`config.mk`:
```
export PLATFORM = sky130hd
export DESIGN_NAME = lcd_text_cursor_command_queue_unit
export DESIGN_NICKNAME = d
export VERILOG_FILES = /design/src/rtl/lcdq_pkg.sv /design/src/rtl/lcdq_ctrl.sv /design/src/rtl/lcdq_store.sv /design/src/rtl/lcd_text_cursor_command_queue_unit.sv
export SDC_FILE = /design/constraint.sdc
export NUM_CORES = 1
export LEC_CHECK = 0
export CORE_MARGIN = 2
export CORE_UTILIZATION = 45
export CTS_CLUSTER_SIZE = 30
export DETAILED_ROUTE_END_ITERATION = 10
export DONT_BUFFER_PORTS = 1
export GPL_TIMING_DRIVEN = 0
export SLEW_MARGIN = 20
export SYNTH_ARGS = -nofsm -noshare
export SYNTH_HDL_FRONTEND = slang
export SYNTH_SLANG_ARGS = --single-unit
export TNS_END_PERCENT = 10
```
`constraint.sdc`:
```
create_clock -name clk -period 8.87 [get_ports clk]
set_input_delay 0.4435 -clock clk [delete_from_list [all_inputs] [get_ports clk]]
set_output_delay 0.4435 -clock clk [all_outputs]
set_load 0.005 [all_outputs]
```
`src/rtl/lcdq_pkg.sv`:
```
// shared types and constants for the text display command queue
package lcdq_pkg;

	// request kinds
	localparam logic REQ_WRITE = 1'b0;
	localparam logic REQ_TICK  = 1'b1;

	// result status codes
	localparam logic [1:0] STATUS_OK   = 2'd0;
	localparam logic [1:0] STATUS_FULL = 2'd1;
	localparam logic [1:0] STATUS_ROW  = 2'd2;

	// special character codes
	localparam logic [7:0] NEWLINE_CODE   = 8'h0A;
	localparam logic [7:0] BACKSPACE_CODE = 8'h08;

	// display instructions
	localparam logic [7:0] ADDR_CMD_BASE = 8'h80;
	localparam logic [7:0] ADDR_MASK     = 8'h7F;
	localparam logic [7:0] CLEAR_CMD     = 8'h01;

	// register select values
	localparam logic SEL_INSTR = 1'b0;
	localparam logic SEL_DATA  = 1'b1;

	// cursor geometry: 4 rows of 16 cells
	localparam logic [6:0] CELL_COUNT      = 7'd64;
	localparam logic [6:0] ROW_CELLS       = 7'd16;
	localparam logic [6:0] CURSOR_ROW_MASK = 7'h70;

	// most commands one write request can queue
	localparam int MAX_PUSH = 3;

	typedef struct packed {
		logic       req_type;
		logic [7:0] char_code;
	} req_item_t;

	typedef struct packed {
		logic [1:0] status;
		logic       bus_valid;
		logic       bus_reg_select;
		logic [7:0] bus_byte;
	} rsp_item_t;

	typedef struct packed {
		logic       sel;
		logic [7:0] cmd_byte;
	} cmd_t;

	typedef struct packed {
		logic [1:0]            count;
		cmd_t [MAX_PUSH-1:0]   ent;
	} push_t;

	typedef struct packed {
		logic [1:0] status;
		logic       bus_hit;
	} step_info_t;

	// display address of the first cell of each row
	function automatic logic [7:0] row_base(input logic [1:0] row);
		logic [7:0] base;
		unique case (row)
			2'd0: base = 8'h00;
			2'd1: base = 8'h10;
			2'd2: base = 8'h08;
			2'd3: base = 8'h18;
			default: base = 8'h00;
		endcase
		return base;
	endfunction

endpackage

```
`src/rtl/lcdq_ctrl.sv`:
```
// cursor, row flag and ring pointer logic for one accepted request per cycle
module lcdq_ctrl #(
	parameter int DEPTH = 16,
	parameter int AW    = 4
) (
	input  logic                clk,
	input  logic                arst_n,
	input  logic                accept,
	input  lcdq_pkg::req_item_t req,
	output logic                wr_load,
	output lcdq_pkg::push_t     push,
	output logic [AW-1:0]       wr_base,
	output logic                rd_en,
	output logic [AW-1:0]       rd_addr,
	output lcdq_pkg::step_info_t info
);
	import lcdq_pkg::*;

	logic [6:0]    cursor_q;
	logic          pend_q;
	logic [AW-1:0] head_q;
	logic [AW-1:0] tail_q;

	logic [6:0]    cursor_d;
	logic          pend_d;
	logic [AW-1:0] head_d;
	logic [AW-1:0] tail_d;
	logic          nonempty;

	function automatic logic [AW-1:0] ring_next(input logic [AW-1:0] p);
		return (p == AW'(DEPTH - 1)) ? '0 : p + 1'b1;
	endfunction

	assign nonempty = (head_q != tail_q);
	assign wr_base  = ring_next(head_q);
	assign rd_addr  = ring_next(tail_q);
	assign wr_load  = accept && (req.req_type == REQ_WRITE);
	assign rd_en    = accept && (req.req_type == REQ_TICK) && nonempty;

	always_comb begin
		logic          ok;
		logic [6:0]    cur;
		logic          pend;
		logic [AW-1:0] h;
		logic [1:0]    k;
		ok   = 1'b1;
		cur  = cursor_q;
		pend = pend_q;
		h    = head_q;
		k    = 2'd0;
		push = '0;
		info = '0;
		tail_d = tail_q;
		if (req.req_type == REQ_TICK) begin
			if (nonempty) begin
				tail_d = ring_next(tail_q);
				info.bus_hit = 1'b1;
			end
		end else begin
			// pending row address goes out first
			if (pend) begin
				if (ring_next(h) == tail_q) begin
					ok = 1'b0;
				end else begin
					push.ent[k] = '{sel: SEL_INSTR,
						cmd_byte: ADDR_CMD_BASE | (row_base(cur[5:4]) & ADDR_MASK)};
					k = k + 2'd1;
					h = ring_next(h);
					pend = 1'b0;
				end
			end
			// past the last cell: clear and home
			if (ok && cur == CELL_COUNT) begin
				if (ring_next(h) == tail_q) begin
					ok = 1'b0;
				end else begin
					push.ent[k] = '{sel: SEL_INSTR, cmd_byte: CLEAR_CMD};
					k = k + 2'd1;
					h = ring_next(h);
					cur = '0;
				end
			end
			if (ok) begin
				case (req.char_code)
					NEWLINE_CODE: begin
						cur = (cur & CURSOR_ROW_MASK) + ROW_CELLS;
					end
					BACKSPACE_CODE: begin
						if (cur != '0) begin
							cur = cur - 7'd1;
						end
					end
					default: begin
						if (ring_next(h) == tail_q) begin
							ok = 1'b0;
						end else begin
							push.ent[k] = '{sel: SEL_DATA, cmd_byte: req.char_code};
							k = k + 2'd1;
							h = ring_next(h);
							cur = cur + 7'd1;
						end
					end
				endcase
			end
			if (!ok) begin
				info.status = STATUS_FULL;
			end else if (cur[3:0] == 4'd0) begin
				pend = 1'b1;
				info.status = STATUS_ROW;
			end
		end
		push.count = k;
		cursor_d   = cur;
		pend_d     = pend;
		head_d     = h;
	end

	always_ff @(posedge clk or negedge arst_n) begin
		if (!arst_n) begin
			cursor_q <= '0;
			pend_q   <= 1'b0;
			head_q   <= '0;
			tail_q   <= '0;
		end else if (accept) begin
			cursor_q <= cursor_d;
			pend_q   <= pend_d;
			head_q   <= head_d;
			tail_q   <= tail_d;
		end
	end

endmodule

```
`src/rtl/lcdq_store.sv`:
```
// command ring memory with a small write buffer and read forwarding
module lcdq_store #(
	parameter int DEPTH = 16,
	parameter int AW    = 4
) (
	input  logic            clk,
	input  logic            arst_n,
	input  logic            load,
	input  lcdq_pkg::push_t push,
	input  logic [AW-1:0]   wr_base,
	input  logic            rd_en,
	input  logic [AW-1:0]   rd_addr,
	output logic            busy,
	output lcdq_pkg::cmd_t  rd_cmd
);
	import lcdq_pkg::*;

	cmd_t mem [DEPTH];

	logic [1:0]          cnt_q;
	cmd_t [MAX_PUSH-1:0] ent_q;
	logic [AW-1:0]       waddr_q;
	logic                wr_en;

	cmd_t rd_mem_s1;
	logic fwd_s1;
	cmd_t fwd_cmd_s1;

	function automatic logic [AW-1:0] ring_next(input logic [AW-1:0] p);
		return (p == AW'(DEPTH - 1)) ? '0 : p + 1'b1;
	endfunction

	assign wr_en = (cnt_q != 2'd0);
	// a new load is only safe once at most the entry being written remains
	assign busy  = (cnt_q > 2'd1);

	always_ff @(posedge clk or negedge arst_n) begin
		if (!arst_n) begin
			cnt_q <= '0;
		end else if (load) begin
			cnt_q <= push.count;
		end else if (wr_en) begin
			cnt_q <= cnt_q - 2'd1;
		end
	end

	always_ff @(posedge clk) begin
		if (load) begin
			ent_q   <= push.ent;
			waddr_q <= wr_base;
		end else if (wr_en) begin
			ent_q   <= {cmd_t'('0), ent_q[MAX_PUSH-1:1]};
			waddr_q <= ring_next(waddr_q);
		end
	end

	always_ff @(posedge clk) begin
		if (wr_en) begin
			mem[waddr_q] <= ent_q[0];
		end
	end

	always_ff @(posedge clk) begin
		if (rd_en) begin
			rd_mem_s1  <= mem[rd_addr];
			fwd_s1     <= wr_en && (waddr_q == rd_addr);
			fwd_cmd_s1 <= ent_q[0];
		end
	end

	assign rd_cmd = fwd_s1 ? fwd_cmd_s1 : rd_mem_s1;

endmodule

```
`src/rtl/lcd_text_cursor_command_queue_unit.sv`:
```
// top level of the text display cursor and command queue
//
// req channel: one transaction per request, req_type selects a character
//   write (cursor update, commands queued) or a tick (one command drained)
// rsp channel: exactly one transaction per request, in request order,
//   carrying status and the drained bus command (zeros when none)
// path: a result is registered in stage 1 and then in the response register
// throughput: one request per cycle while rsp_ready keeps up; a write that queues
//   more than one command holds req_ready low until at most one is left in the
//   write buffer, which the single memory write port drains one command per cycle
// queue: QUEUE_DEPTH entries in a one-port-write, one-port-read memory with
//   registered read data; usable capacity is QUEUE_DEPTH-1 commands
// reset: cursor, row flag, pointers and all valid flags clear; memory contents
//   are not cleared, entries are only read after being written
// stall: the response register parts the two sides, so one more request
//   is taken while a finished result waits on rsp_ready
module lcd_text_cursor_command_queue_unit #(
	parameter int QUEUE_DEPTH = 16
) (
	input  logic                clk,
	input  logic                arst_n,
	input  logic                req_valid,
	output logic                req_ready,
	input  lcdq_pkg::req_item_t req,
	output logic                rsp_valid,
	input  logic                rsp_ready,
	output lcdq_pkg::rsp_item_t rsp
);
	import lcdq_pkg::*;

	localparam int AW = (QUEUE_DEPTH > 1) ? $clog2(QUEUE_DEPTH) : 1;

	logic          accept;
	logic          wr_load;
	push_t         push;
	logic [AW-1:0] wr_base;
	logic          rd_en;
	logic [AW-1:0] rd_addr;
	step_info_t    info;
	logic          busy;
	cmd_t          rd_cmd;

	// stage 1: request decided, memory read in flight
	logic       valid_s1;
	step_info_t info_s1;
	logic       s1_move;

	// response register
	logic      rsp_valid_q;
	rsp_item_t rsp_q;
	rsp_item_t rsp_next;

	assign s1_move   = !rsp_valid_q || rsp_ready;
	assign req_ready = !busy && (!valid_s1 || s1_move);
	assign accept    = req_valid && req_ready;

	lcdq_ctrl #(
		.DEPTH(QUEUE_DEPTH),
		.AW   (AW)
	) u_ctrl (
		.clk    (clk),
		.arst_n (arst_n),
		.accept (accept),
		.req    (req),
		.wr_load(wr_load),
		.push   (push),
		.wr_base(wr_base),
		.rd_en  (rd_en),
		.rd_addr(rd_addr),
		.info   (info)
	);

	lcdq_store #(
		.DEPTH(QUEUE_DEPTH),
		.AW   (AW)
	) u_store (
		.clk    (clk),
		.arst_n (arst_n),
		.load   (wr_load),
		.push   (push),
		.wr_base(wr_base),
		.rd_en  (rd_en),
		.rd_addr(rd_addr),
		.busy   (busy),
		.rd_cmd (rd_cmd)
	);

	always_ff @(posedge clk or negedge arst_n) begin
		if (!arst_n) begin
			valid_s1 <= 1'b0;
		end else if (accept) begin
			valid_s1 <= 1'b1;
		end else if (s1_move) begin
			valid_s1 <= 1'b0;
		end
	end

	always_ff @(posedge clk) begin
		if (accept) begin
			info_s1 <= info;
		end
	end

	// read data is held until stage 1 moves on, since the next read needs accept
	always_comb begin
		rsp_next.status         = info_s1.status;
		rsp_next.bus_valid      = info_s1.bus_hit;
		rsp_next.bus_reg_select = info_s1.bus_hit ? rd_cmd.sel : 1'b0;
		rsp_next.bus_byte       = info_s1.bus_hit ? rd_cmd.cmd_byte : 8'h00;
	end

	always_ff @(posedge clk or negedge arst_n) begin
		if (!arst_n) begin
			rsp_valid_q <= 1'b0;
		end else if (s1_move) begin
			rsp_valid_q <= valid_s1;
		end
	end

	always_ff @(posedge clk) begin
		if (s1_move && valid_s1) begin
			rsp_q <= rsp_next;
		end
	end

	assign rsp_valid = rsp_valid_q;
	assign rsp       = rsp_q;

endmodule

```
==> out/metrics.yaml, run 1 <==
clock_tree:
  cts-root-buf: "clkbuf_16"
  numCtsBuffers: 25
  cts_tree: "done"
  clock_latency_ns: 0.52
  clock_path_buffers: 3
  ctsResizeCount: 0
  clock_sinks: 229
  htree_num_levels: 1
  clk_pin_slew_ns: 0.06
placement:
  place_congestion: 0.9262
  portBuffers: 0
  dp_slack_ns: 1.364
  dp_hpwl_mm: 16.93
  dp_cells: 1071
setup_path:
  cpMaxStageDelayCell: "or4_1"
  end_kind: "register"
  r2r-start: "u_ctrl.head_q[1]"
  cp.required_ns: 9.12
  cp_slowest_stage_delay_ns: 0.59
  startpoint: "u_ctrl.head_q[1]"
  crit_type: "reg -> reg"
  arrival_ns: 7.97
  cp_max_fo: 10
  cp-start-kind: "register"
layout:
  final_cells: 1117
  num_antenna_cells: 0
  final-seq-area_mm2: 0.006777
  area.growth.synth_to_final_pct: 11.86
  nNetsFinal: 814
  multi_input_area_mm2: 0.003781
  drive_above_1_share_pct: 14.91
  fillCellCount: 1974
routing:
  routed_wl_mm: 24.38
  final_antenna_net_count: 0
  vias: 6669
  wire_per_inst_um: 21.83
  vias_per_cell: 5.970
  drtIter0Drc: 733
  dr.pass1.iters: 5
  drc: 0
timing:
  fmaxAchievable_mhz: 129.6
  worst_pin_slew_ns: 0.9706
  setup_slack_ns: 1.156
  tns_ns: 0
  slew_headroom_pct: 35.06
  period_minus_slack_ns: 7.714
  setup_violations: 0
  skew_ns: 0.01510
  rsz0062_at_grt: "no"
  hold_viol_final: 0
  maxSlewViolCount: 0
  timing.final.crit_share_pct: 86.97
  timing.hold.ws_ns: 0.1234
power:
  power_density_mw_per_mm2: 411.6
  irDropWorstVdd_mv: 0.1933
  p_total_mw: 4.996
  p_clk_share_pct: 20.5
  power_frac_seq_pct: 37.0
  p_comb_share_pct: 42.5
  p_int_mw: 3.120
  swShare_pct: 37.55
  power_leakage_nw: 4.190
  p_switching_mw: 1.876
grt:
  global_route.usage.total_pct: 19.13
  antenna_found_initial: 0
  grt_max_degree: 32
  grt_pass1_vias: 6550
  grt_overflow: 0
  grt_pass1_wl_mm: 37.73
synth:
  yosys_register_bits: 229
  ys_async_sr_fraction_pct: 8.734
  syn-num-nets: 784
  synth.area.top_cells: "edfxtp_1 (58%), mux4_2 (9.3%), dfrtp_1 (4.6%), ha_1 (2.3%), nand2_1 (2.0%)"
  yosys.area.top_type: "edfxtp_1"
  synth_edf_count: 209
  yosys_warnings: 0
  syn_area_mm2: 0.01085
  synth_cell_types: 79
  postSynthCellCount: 751
  synth_top_area_share_pct: 57.83
  seq_area_frac_synth_pct: 62.45
  synth-main-ff-cell: "edfxtp_1"
  postSynthAreaPerCell_um2: 14.45
job:
  cap_violations: 0
floorplanning:
  coreArea_mm2: 0.02354
  rows: 56
  ioPinCount: 27
  die_area_mm2: 0.02537
  die-width_um: 159.3
  die_h_um: 159.3
  initial_utilization_pct: 46.09
hold_path:
  hp-class: "in -> reg"
  min-delay-start: "rsp_ready"
outcome:
  status: "finished clean"
placed cells by master (no fill, tap or decap), types with 17 or more instances in the layout:
| master | count |
|---|---|
| inv_1 | 27 |
| xnor2_1 | 17 |
| edfxtp_1 | 209 |
| clkbuf_1 | 37 |
| clkbuf_16 | 25 |
| mux4_2 | 45 |
| ha_1 | 20 |
| nor2_1 | 45 |
| a21oi_1 | 22 |
| nand2_1 | 56 |
| dfrtp_1 | 20 |
logic make-up after synthesis:
logic type               share of synthesized area (%)
AO/OA/AOI/OAI                                    9.720
XOR/XNOR                                         2.663
adder cells (fa/ha/maj)                          2.306
buffers and inverters                            2.986
flip-flops                                       62.45
multiplexers                                     11.05
AND/OR/NAND/NOR                                  8.832
flip-flops by register name, indices dropped and copies added, names as in the netlist, 4 cells and up:
register and flops:
u_store.mem 144, u_store.ent_q 27, rsp 12, u_store.fwd_cmd_s1 9
u_store.rd_mem_s1 9, u_ctrl.cursor_q 7, u_ctrl.head_q 4, u_ctrl.tail_q 4
u_store.waddr_q 4
synth_stat cells, drive strengths merged, types with 6 or more instances:
library cell / number
xor2: 9
a22o: 7
clkbuf: 34
nor2: 45
nand3: 15
o21ai: 28
xnor2: 18
ha: 20
a21oi: 24
nand2: 57
o211ai: 6
a31oi: 12
mux4: 45
o31ai: 6
a21o: 7
dfrtp: 20
inv: 27
nor2b: 11
edfxtp: 209
nand4: 7
nand2b: 9
mux2i: 14
nor3: 10
buf: 16
and2: 15
path summary, 6_finish.rpt:
path | end | slack, ns | cells after the start
setup / recovery | info_s1[2] | 1.16 | 28
hold / removal | rsp_valid | 0.12 | 2
setup reg to reg | info_s1[2] | 1.16 | 28
hold reg to reg | rsp[11] | 0.43 | 0
max in group asynchronous | u_ctrl.cursor_q[1] | 8.31 | 2
min in group asynchronous | valid_s1 | 0.40 | 2
repair_timing:
action / CTS / global route
hold buffers: 2 / 0
endpoints found under the setup margin: 0 / 0
endpoints found under the hold margin: 20 / 0
buffers inserted: 0 / 0
critical path, delay by kind of cell, from the launching register on:
family,cells,cell delay (ns)
buffers and inverters,5,0.98
XOR/XNOR,3,0.86
flip-flops,1,0.46
AO/OA/AOI/OAI,8,1.82
AND/OR/NAND/NOR,8,2.11
multiplexers,1,0.40
adder cells (fa/ha/maj),3,0.82
area by class of cell:
| class | count | area share, % |
|---|---|---|
| Clock buffer | 30 | 5.391 |
| Inverter | 27 | 0.8349 |
| Sequential cell | 229 | 55.82 |
| Multi-Input combinational cell | 445 | 31.15 |
| Clock inverter | 14 | 1.330 |
| Tap cell | 319 | 3.288 |
| Buffer | 50 | 1.845 |
| Timing Repair Buffer | 3 | 0.3401 |
per-layer routing:
layer / global-route usage (%) / part of all wire (%) / vias to the layer above / routed length (um)
li1: - / - / 2982 / -
met3: 3.881 / 6.9 / 40 / 1688
met5: 0 / 0 / - / 0
met2: 30.34 / 47 / 260 / 11550
met4: 4.587 / 1.6 / 0 / 394
met1: 27.42 / 44 / 3387 / 10750
stage by stage:
stage / cell area [um2] / utilization (%)
floorplan: 10850 / -
global placement: 11250 / 47.79
detailed placement: 11290 / 47.97
CTS: 12140 / 51.56
global route: 12140 / 51.56
finish: 12140 / 51.56
power by group through the flow:
stage / clock [mW] / sequential, mW / combinational [mW]
global route: 1.08 / 1.88 / 2.31
global placement: 0 / 1.85 / 2.04
CTS: 1.04 / 1.85 / 2.12
finish: 1.02 / 1.85 / 2.13
floorplan: 0 / 1.77 / 1.56
detailed placement: 0 / 1.87 / 2.11
(Power assumes the default switching activity.)
==> inputs of run 2 (changes only) <==
Settings changed: BUFFER_PORTS_ARGS from default to -buffer_cell sky130_fd_sc_hd__buf_2, DONT_BUFFER_PORTS 1 to default.
==> out/metrics.yaml, run 2 (synthesized netlist as in run 1, its figures left out) <==
outcome:
  status: "finished clean"
timing:
  period_minus_slack_ns: 7.635  # -0.07892 ns
  rsz0062_at_grt: "no"
  slew_headroom_pct: 32.44  # -2.6 points
  hold_viol_final: 0  # unchanged
  timing.final.crit_share_pct: 86.08  # -0.89 points
  worst_pin_slew_ns: 1.010  # +0.03906 ns
  tns_ns: 0  # unchanged
  maxSlewViolCount: 0  # unchanged
  setup_violations: 0  # unchanged
  fmaxAchievable_mhz: 131.0  # +1.0%
  skew_ns: 0.01464  # -0.0004593 ns
clock_tree:
  cts-root-buf: "clkbuf_16"
  cts_tree: "done"
  htree_num_levels: 1  # unchanged
  clk_pin_slew_ns: 0.06  # about the same
  ctsResizeCount: 0  # unchanged
  cts_setup_buffers: 0  # unchanged
  clock_path_buffers: 3  # unchanged
  clock_latency_ns: 0.52  # about the same
  numCtsBuffers: 25  # unchanged
  clock_sinks: 229  # unchanged
grt:
  grt_overflow: 0  # unchanged
  grt_pass1_wl_mm: 38.93  # +3.2%
  gr-max-usage-layer: "met2"
  global_route.usage.total_pct: 19.77  # +0.64 points
  grtUsageMet3_pct: 2.970  # -0.91 points
  global_route.usage.met2_pct: 32.09  # +1.8 points
  met1_usage_pct: 28.55  # +1.1 points
  antenna_found_initial: 0  # unchanged
  grt_pass1_vias: 6787  # +3.6%
  grt_max_degree: 32  # unchanged
floorplanning:
  die-width_um: 159.3  # unchanged
  initial_utilization_pct: 46.09  # unchanged
  die_area_mm2: 0.02537  # unchanged
  coreArea_mm2: 0.02354  # unchanged
  ioPinCount: 27  # unchanged
  rows: 56  # unchanged
  die_h_um: 159.3  # unchanged
placement:
  dp_hpwl_mm: 17.09  # +0.97%
  portBuffers: 25  # +25
  place_congestion: 0.9420  # +1.7%
routing:
  drtIter0Drc: 680  # -7.2%
  vias_per_cell: 5.911  # -1.0%
  drc: 0  # unchanged
  vias: 6756  # +1.3%
  wire_per_inst_um: 21.85  # about the same
  routed_wl_mm: 24.97  # +2.4%
  final_antenna_net_count: 0  # unchanged
  dr.pass1.iters: 5  # unchanged
layout:
  drive_above_1_share_pct: 17.72  # +2.8 points
  nNetsFinal: 840  # +3.2%
  layout.cells.most_common: "edfxtp_1"
  num_antenna_cells: 0  # unchanged
  area.growth.synth_to_final_pct: 12.44
  final_cell_mix: "edfxtp_1 (209), nand2_1 (56), nor2_1 (45), mux4_2 (45), clkbuf_1 (35)"
  utilization_pct: 51.83  # +0.27 points
  largest_register_ffs: 144  # unchanged
  largest-register: "u_store.mem"
  fillCellCount: 2006  # +1.6%
setup_path:
  end_kind: "register"
  cp_slowest_stage_delay_ns: 0.58  # about the same
  arrival_ns: 7.88  # -0.09 ns
  cp-start-kind: "register"
  cpMaxStageDelayCell: "or4_1"
  crit_type: "reg -> reg"
  cp.required_ns: 9.11  # about the same
  cp_max_fo: 10  # unchanged
hold_path:
  hp-class: "in -> reg"
power:
  power_leakage_nw: 4.261  # +1.7%
  irDropWorstVdd_mv: 0.1954  # +1.1%
  power_density_mw_per_mm2: 407.3  # -1.0%
job:
  cap_violations: 0  # unchanged
-- run 2: changes by cell type in the layout (fill, tap and decap cells not counted), moves of 2 or more --
cell and change:
clkinvlp_4 +2, bufinv_16 -2, buf_4 +2, buf_2 +25, clkbuf_1 -2, clkinv_2 +2
-- run 2: what timing repair did --
| item | in CTS | in global routing |
|---|---|---|
| hold buffers | 1 | 0 |
| hold endpoints to repair | 20 | 0 |
| endpoints found under the setup margin | 0 | 0 |
-- run 2: report_power, final --
part | internal (mW) | total (mW) | switching, mW
clock | 0.547 | 0.966 | 0.419
combinational | 0.880 | 2.16 | 1.28
sequential | 1.64 | 1.84 | 0.199
total | 3.07 | 4.97 | 1.90
-- run 2: area by class of cell --
| class | instances | area, um2 | share of cell area [%] |
|---|---|---|---|
| plain buffers | 50 | 224.0 | 1.836 |
| repair buffers | 29 | 161.4 | 1.323 |
| flip-flops and latches | 229 | 6777 | 55.54 |
| inverters | 27 | 101.3 | 0.8306 |
| clock inverters | 17 | 125.1 | 1.025 |
| well taps | 319 | 399.1 | 3.271 |
| multi-input cells | 445 | 3781 | 30.99 |
| clock buffers | 27 | 633.1 | 5.189 |
-- run 2: path summary, 6_finish.rpt --
| check | startpoint | endpoint | slack, ns | depth (start not counted) |
|---|---|---|---|---|
| worst max-delay path | u_ctrl.head_q[1] | info_s1[2] | 1.23 | 28 |
| worst min-delay path | rsp_ready | rsp_valid | 0.22 | 3 |
| worst max register to register | u_ctrl.head_q[1] | info_s1[2] | 1.23 | 28 |
| worst min register to register | info_s1[1] | rsp[10] | 0.42 | 0 |
| max in group asynchronous | arst_n | u_ctrl.cursor_q[0] | 8.03 | 2 |
| min in group asynchronous | arst_n | u_ctrl.tail_q[2] | 0.45 | 2 |
-- run 2: worst max-delay path, delay by kind of cell (launching register included) --
kind,cells,cell delay (ns)
AO/OA/AOI/OAI,9,1.79
XOR/XNOR,3,0.86
adder cells (fa/ha/maj),3,0.84
buffers and inverters,6,1.13
flip-flops,1,0.45
multiplexers,1,0.40
AND/OR/NAND/NOR,6,1.87
-- run 2: per-stage QoR --
| step | std cells | hold WS, ns | instance area, um2 | total power, mW | setup slack (ns) |
|---|---|---|---|---|---|
| 4_1_cts | 1143 | 0.2044 | 12200 | 4.989 | 1.336 |
| 3_5_place_dp | 1098 | 0.4052 | 11430 | 4.016 | 1.362 |
| 6_report | 1143 | 0.2207 | 12200 | 4.970 | 1.235 |
| 2_1_floorplan | 751 | 0.1479 | 10850 | 3.332 | 2.483 |
| 5_1_grt | 1143 | 0.2292 | 12200 | 5.243 | 0.7774 |
| 3_3_place_gp | 1095 | 0.4059 | 11380 | 3.923 | 1.549 |
-- run 2: metal layers --
layer,vias up,part of all wire [%]
met2,221,48
met5,-,0
met4,0,1.7
li1,3015,-
met3,43,5.5
met1,3477,45
==> inputs of run 3 (changes only) <==
Settings changed: CORE_UTILIZATION 45 to 50, MAX_ROUTING_LAYER from default to met4, PLACE_DENSITY from default to 0.66.
==> out/metrics.yaml, run 3 (synthesized netlist as in run 1, its figures left out) <==
floorplanning:
  die-width_um: 151.3  # -5.0%
  coreArea_mm2: 0.02115  # -10%
  rows: 53  # -5.4%
  initial_utilization_pct: 51.30  # +5.2 points
  die_area_mm2: 0.02290  # -9.8%
  ioPinCount: 27  # unchanged
  die_h_um: 151.3  # -5.0%
routing:
  drc: 0  # unchanged
  routed_wl_mm: 24.55  # -1.7%
  wire_per_inst_um: 22.40  # +2.5%
  vias: 6676  # -1.2%
  dr.pass1.iters: 5  # unchanged
  drtIter0Drc: 669  # -1.6%
  final_antenna_net_count: 0  # unchanged
  vias_per_cell: 6.091  # +3.1%
timing:
  tns_ns: 0  # unchanged
  period_minus_slack_ns: 7.767  # +0.1317 ns
  setup_violations: 0  # unchanged
  hold_viol_final: 0  # unchanged
  slew_headroom_pct: 33.74  # +1.3 points
  timing.hold.ws_ns: 0.2241  # +0.003418 ns
  rsz0062_at_grt: "no"
  timing.final.crit_share_pct: 87.56  # +1.5 points
  fmaxAchievable_mhz: 128.8  # -1.7%
  setup_slack_ns: 1.103  # -0.1317 ns
  skew_ns: 0.01667  # +0.002028 ns
  maxSlewViolCount: 0  # unchanged
  worst_pin_slew_ns: 0.9903  # -0.01932 ns
layout:
  final_cell_mix: "edfxtp_1 (209), nand2_1 (56), nor2_1 (45), mux4_2 (45), clkbuf_1 (35)"
  layout.cells.most_common: "edfxtp_1"
  num_antenna_cells: 0  # unchanged
  largest_register_ffs: 144  # unchanged
  final_area_mm2: 0.01215  # -0.40%
  largest-register: "u_store.mem"
  drive_above_1_share_pct: 17.17  # -0.54 points
  nNetsFinal: 837  # -0.36%
  area.growth.synth_to_final_pct: 11.99
clock_tree:
  cts_setup_buffers: 0  # unchanged
  clk_pin_slew_ns: 0.06  # about the same
  htree_num_levels: 1  # unchanged
  clock_latency_ns: 0.53  # about the same
  clock_path_buffers: 3  # unchanged
  cts_tree: "done"
  numCtsBuffers: 24  # -4.0%
  clock_sinks: 229  # unchanged
  cts-root-buf: "clkbuf_16"
setup_path:
  path_delay_family: "simple AND/OR/NAND/NOR gates"
  crit_type: "reg -> reg"
  cp_slowest_stage_delay_ns: 0.57  # about the same
  cp_max_fo: 10  # unchanged
  path_buf_inv: 4  # -2
  cp-start-kind: "register"
  arrival_ns: 8.03  # +0.15 ns
  end_kind: "register"
  cpMaxStageDelayCell: "or4_1"
  cp.required_ns: 9.13  # +0.02 ns
placement:
  portBuffers: 25  # unchanged
  dp_slack_ns: 1.334  # -0.02741 ns
  dp_hpwl_mm: 16.82  # -1.6%
  placed_area_mm2: 0.01136  # -0.61%
  place_congestion: 0.9310  # -1.2%
grt:
  global_route.usage.total_pct: 22.79  # +3.0 points
  grt_max_degree: 32  # unchanged
  antenna_found_initial: 0  # unchanged
  grt_overflow: 0  # unchanged
  grt_pass1_vias: 6625  # -2.4%
  grt_pass1_wl_mm: 37.81  # -2.9%
job:
  cap_violations: 0  # unchanged
hold_path:
  hp-class: "in -> reg"
power:
  irDropWorstVdd_mv: 0.1751  # -10%
  power_density_mw_per_mm2: 410.1  # +0.67%
  power_leakage_nw: 4.258  # about the same
  p_total_mw: 4.984  # +0.27%
outcome:
  status: "finished clean"
==> run 3: cell types whose count changed in the layout (fill, tap and decap cells not counted), sizes merged <==
cell / previous run / this run
inv: 29 / 27
clkbuf: 61 / 60
buf: 44 / 42
clkinv: 11 / 12
bufinv: 1 / 3
clkinvlp: 3 / 2
==> run 3: layer usage <==
metal  share of wire, %  global-route usage (%)  up-vias  wire [um]
li1                   -                       -     3024          -
met1                 44                   32.00     3356      10860
met3                6.7                   3.795       38       1643
met2                 47                   35.16      258      11590
met4                1.9                   5.701        0        464
met5                  0                       -        -          0
==> run 3: through the flow <==
step,std cells,utilization (%)
after global routing,1096,57.45
after global placement,1051,53.52
final,1096,57.45
after detailed placement,1052,53.71
after CTS,1096,57.44
after floorplan,751,-
==> run 3: final timing paths <==
kind / startpoint / slack (ns) / endpoint / depth (start not counted)
max: u_ctrl.head_q[1] / 1.10 / info_s1[2] / 28
min: rsp_ready / 0.22 / rsp_valid / 3
max reg2reg: u_ctrl.head_q[1] / 1.10 / info_s1[2] / 28
min reg2reg: info_s1[1] / 0.43 / rsp[10] / 0
max in group asynchronous: arst_n / 8.07 / u_ctrl.cursor_q[1] / 2
min in group asynchronous: arst_n / 0.43 / rsp_valid / 2
==> run 3: layout make-up <==
cell class	count	area (um2)
Fill cell	1631	9001
Sequential cell	229	6777
Multi-Input combinational cell	445	3781
Clock buffer	26	608.1
Tap cell	275	344.1
Buffer	50	224.0
Clock inverter	17	171.4
Timing Repair Buffer	27	146.4
Inverter	27	101.3
==> run 3: power breakdown <==
group	total, mW	switching [mW]	internal (mW)
clock	0.991	0.408	0.583
combinational	2.14	1.27	0.876
sequential	1.85	0.204	1.64
total	4.98	1.88	3.10
==> run 3: worst reg2reg max path, delay by kind of cell, from the launching register on <==
kind / cells / cell delay, ns
AOI/OAI and AO/OA: 8 / 1.75
xor gates and xnor gates: 4 / 1.03
adders and majority gates: 3 / 1.01
buffers and inverters: 4 / 0.89
DFF: 1 / 0.47
muxes: 1 / 0.42
and+or+nand+nor: 8 / 1.95
==> run 3: timing repair <==
action | in CTS | in global routing
hold buffers | 1 | 0
hold endpoints to repair | 20 | 0
resized for setup | 0 | 0
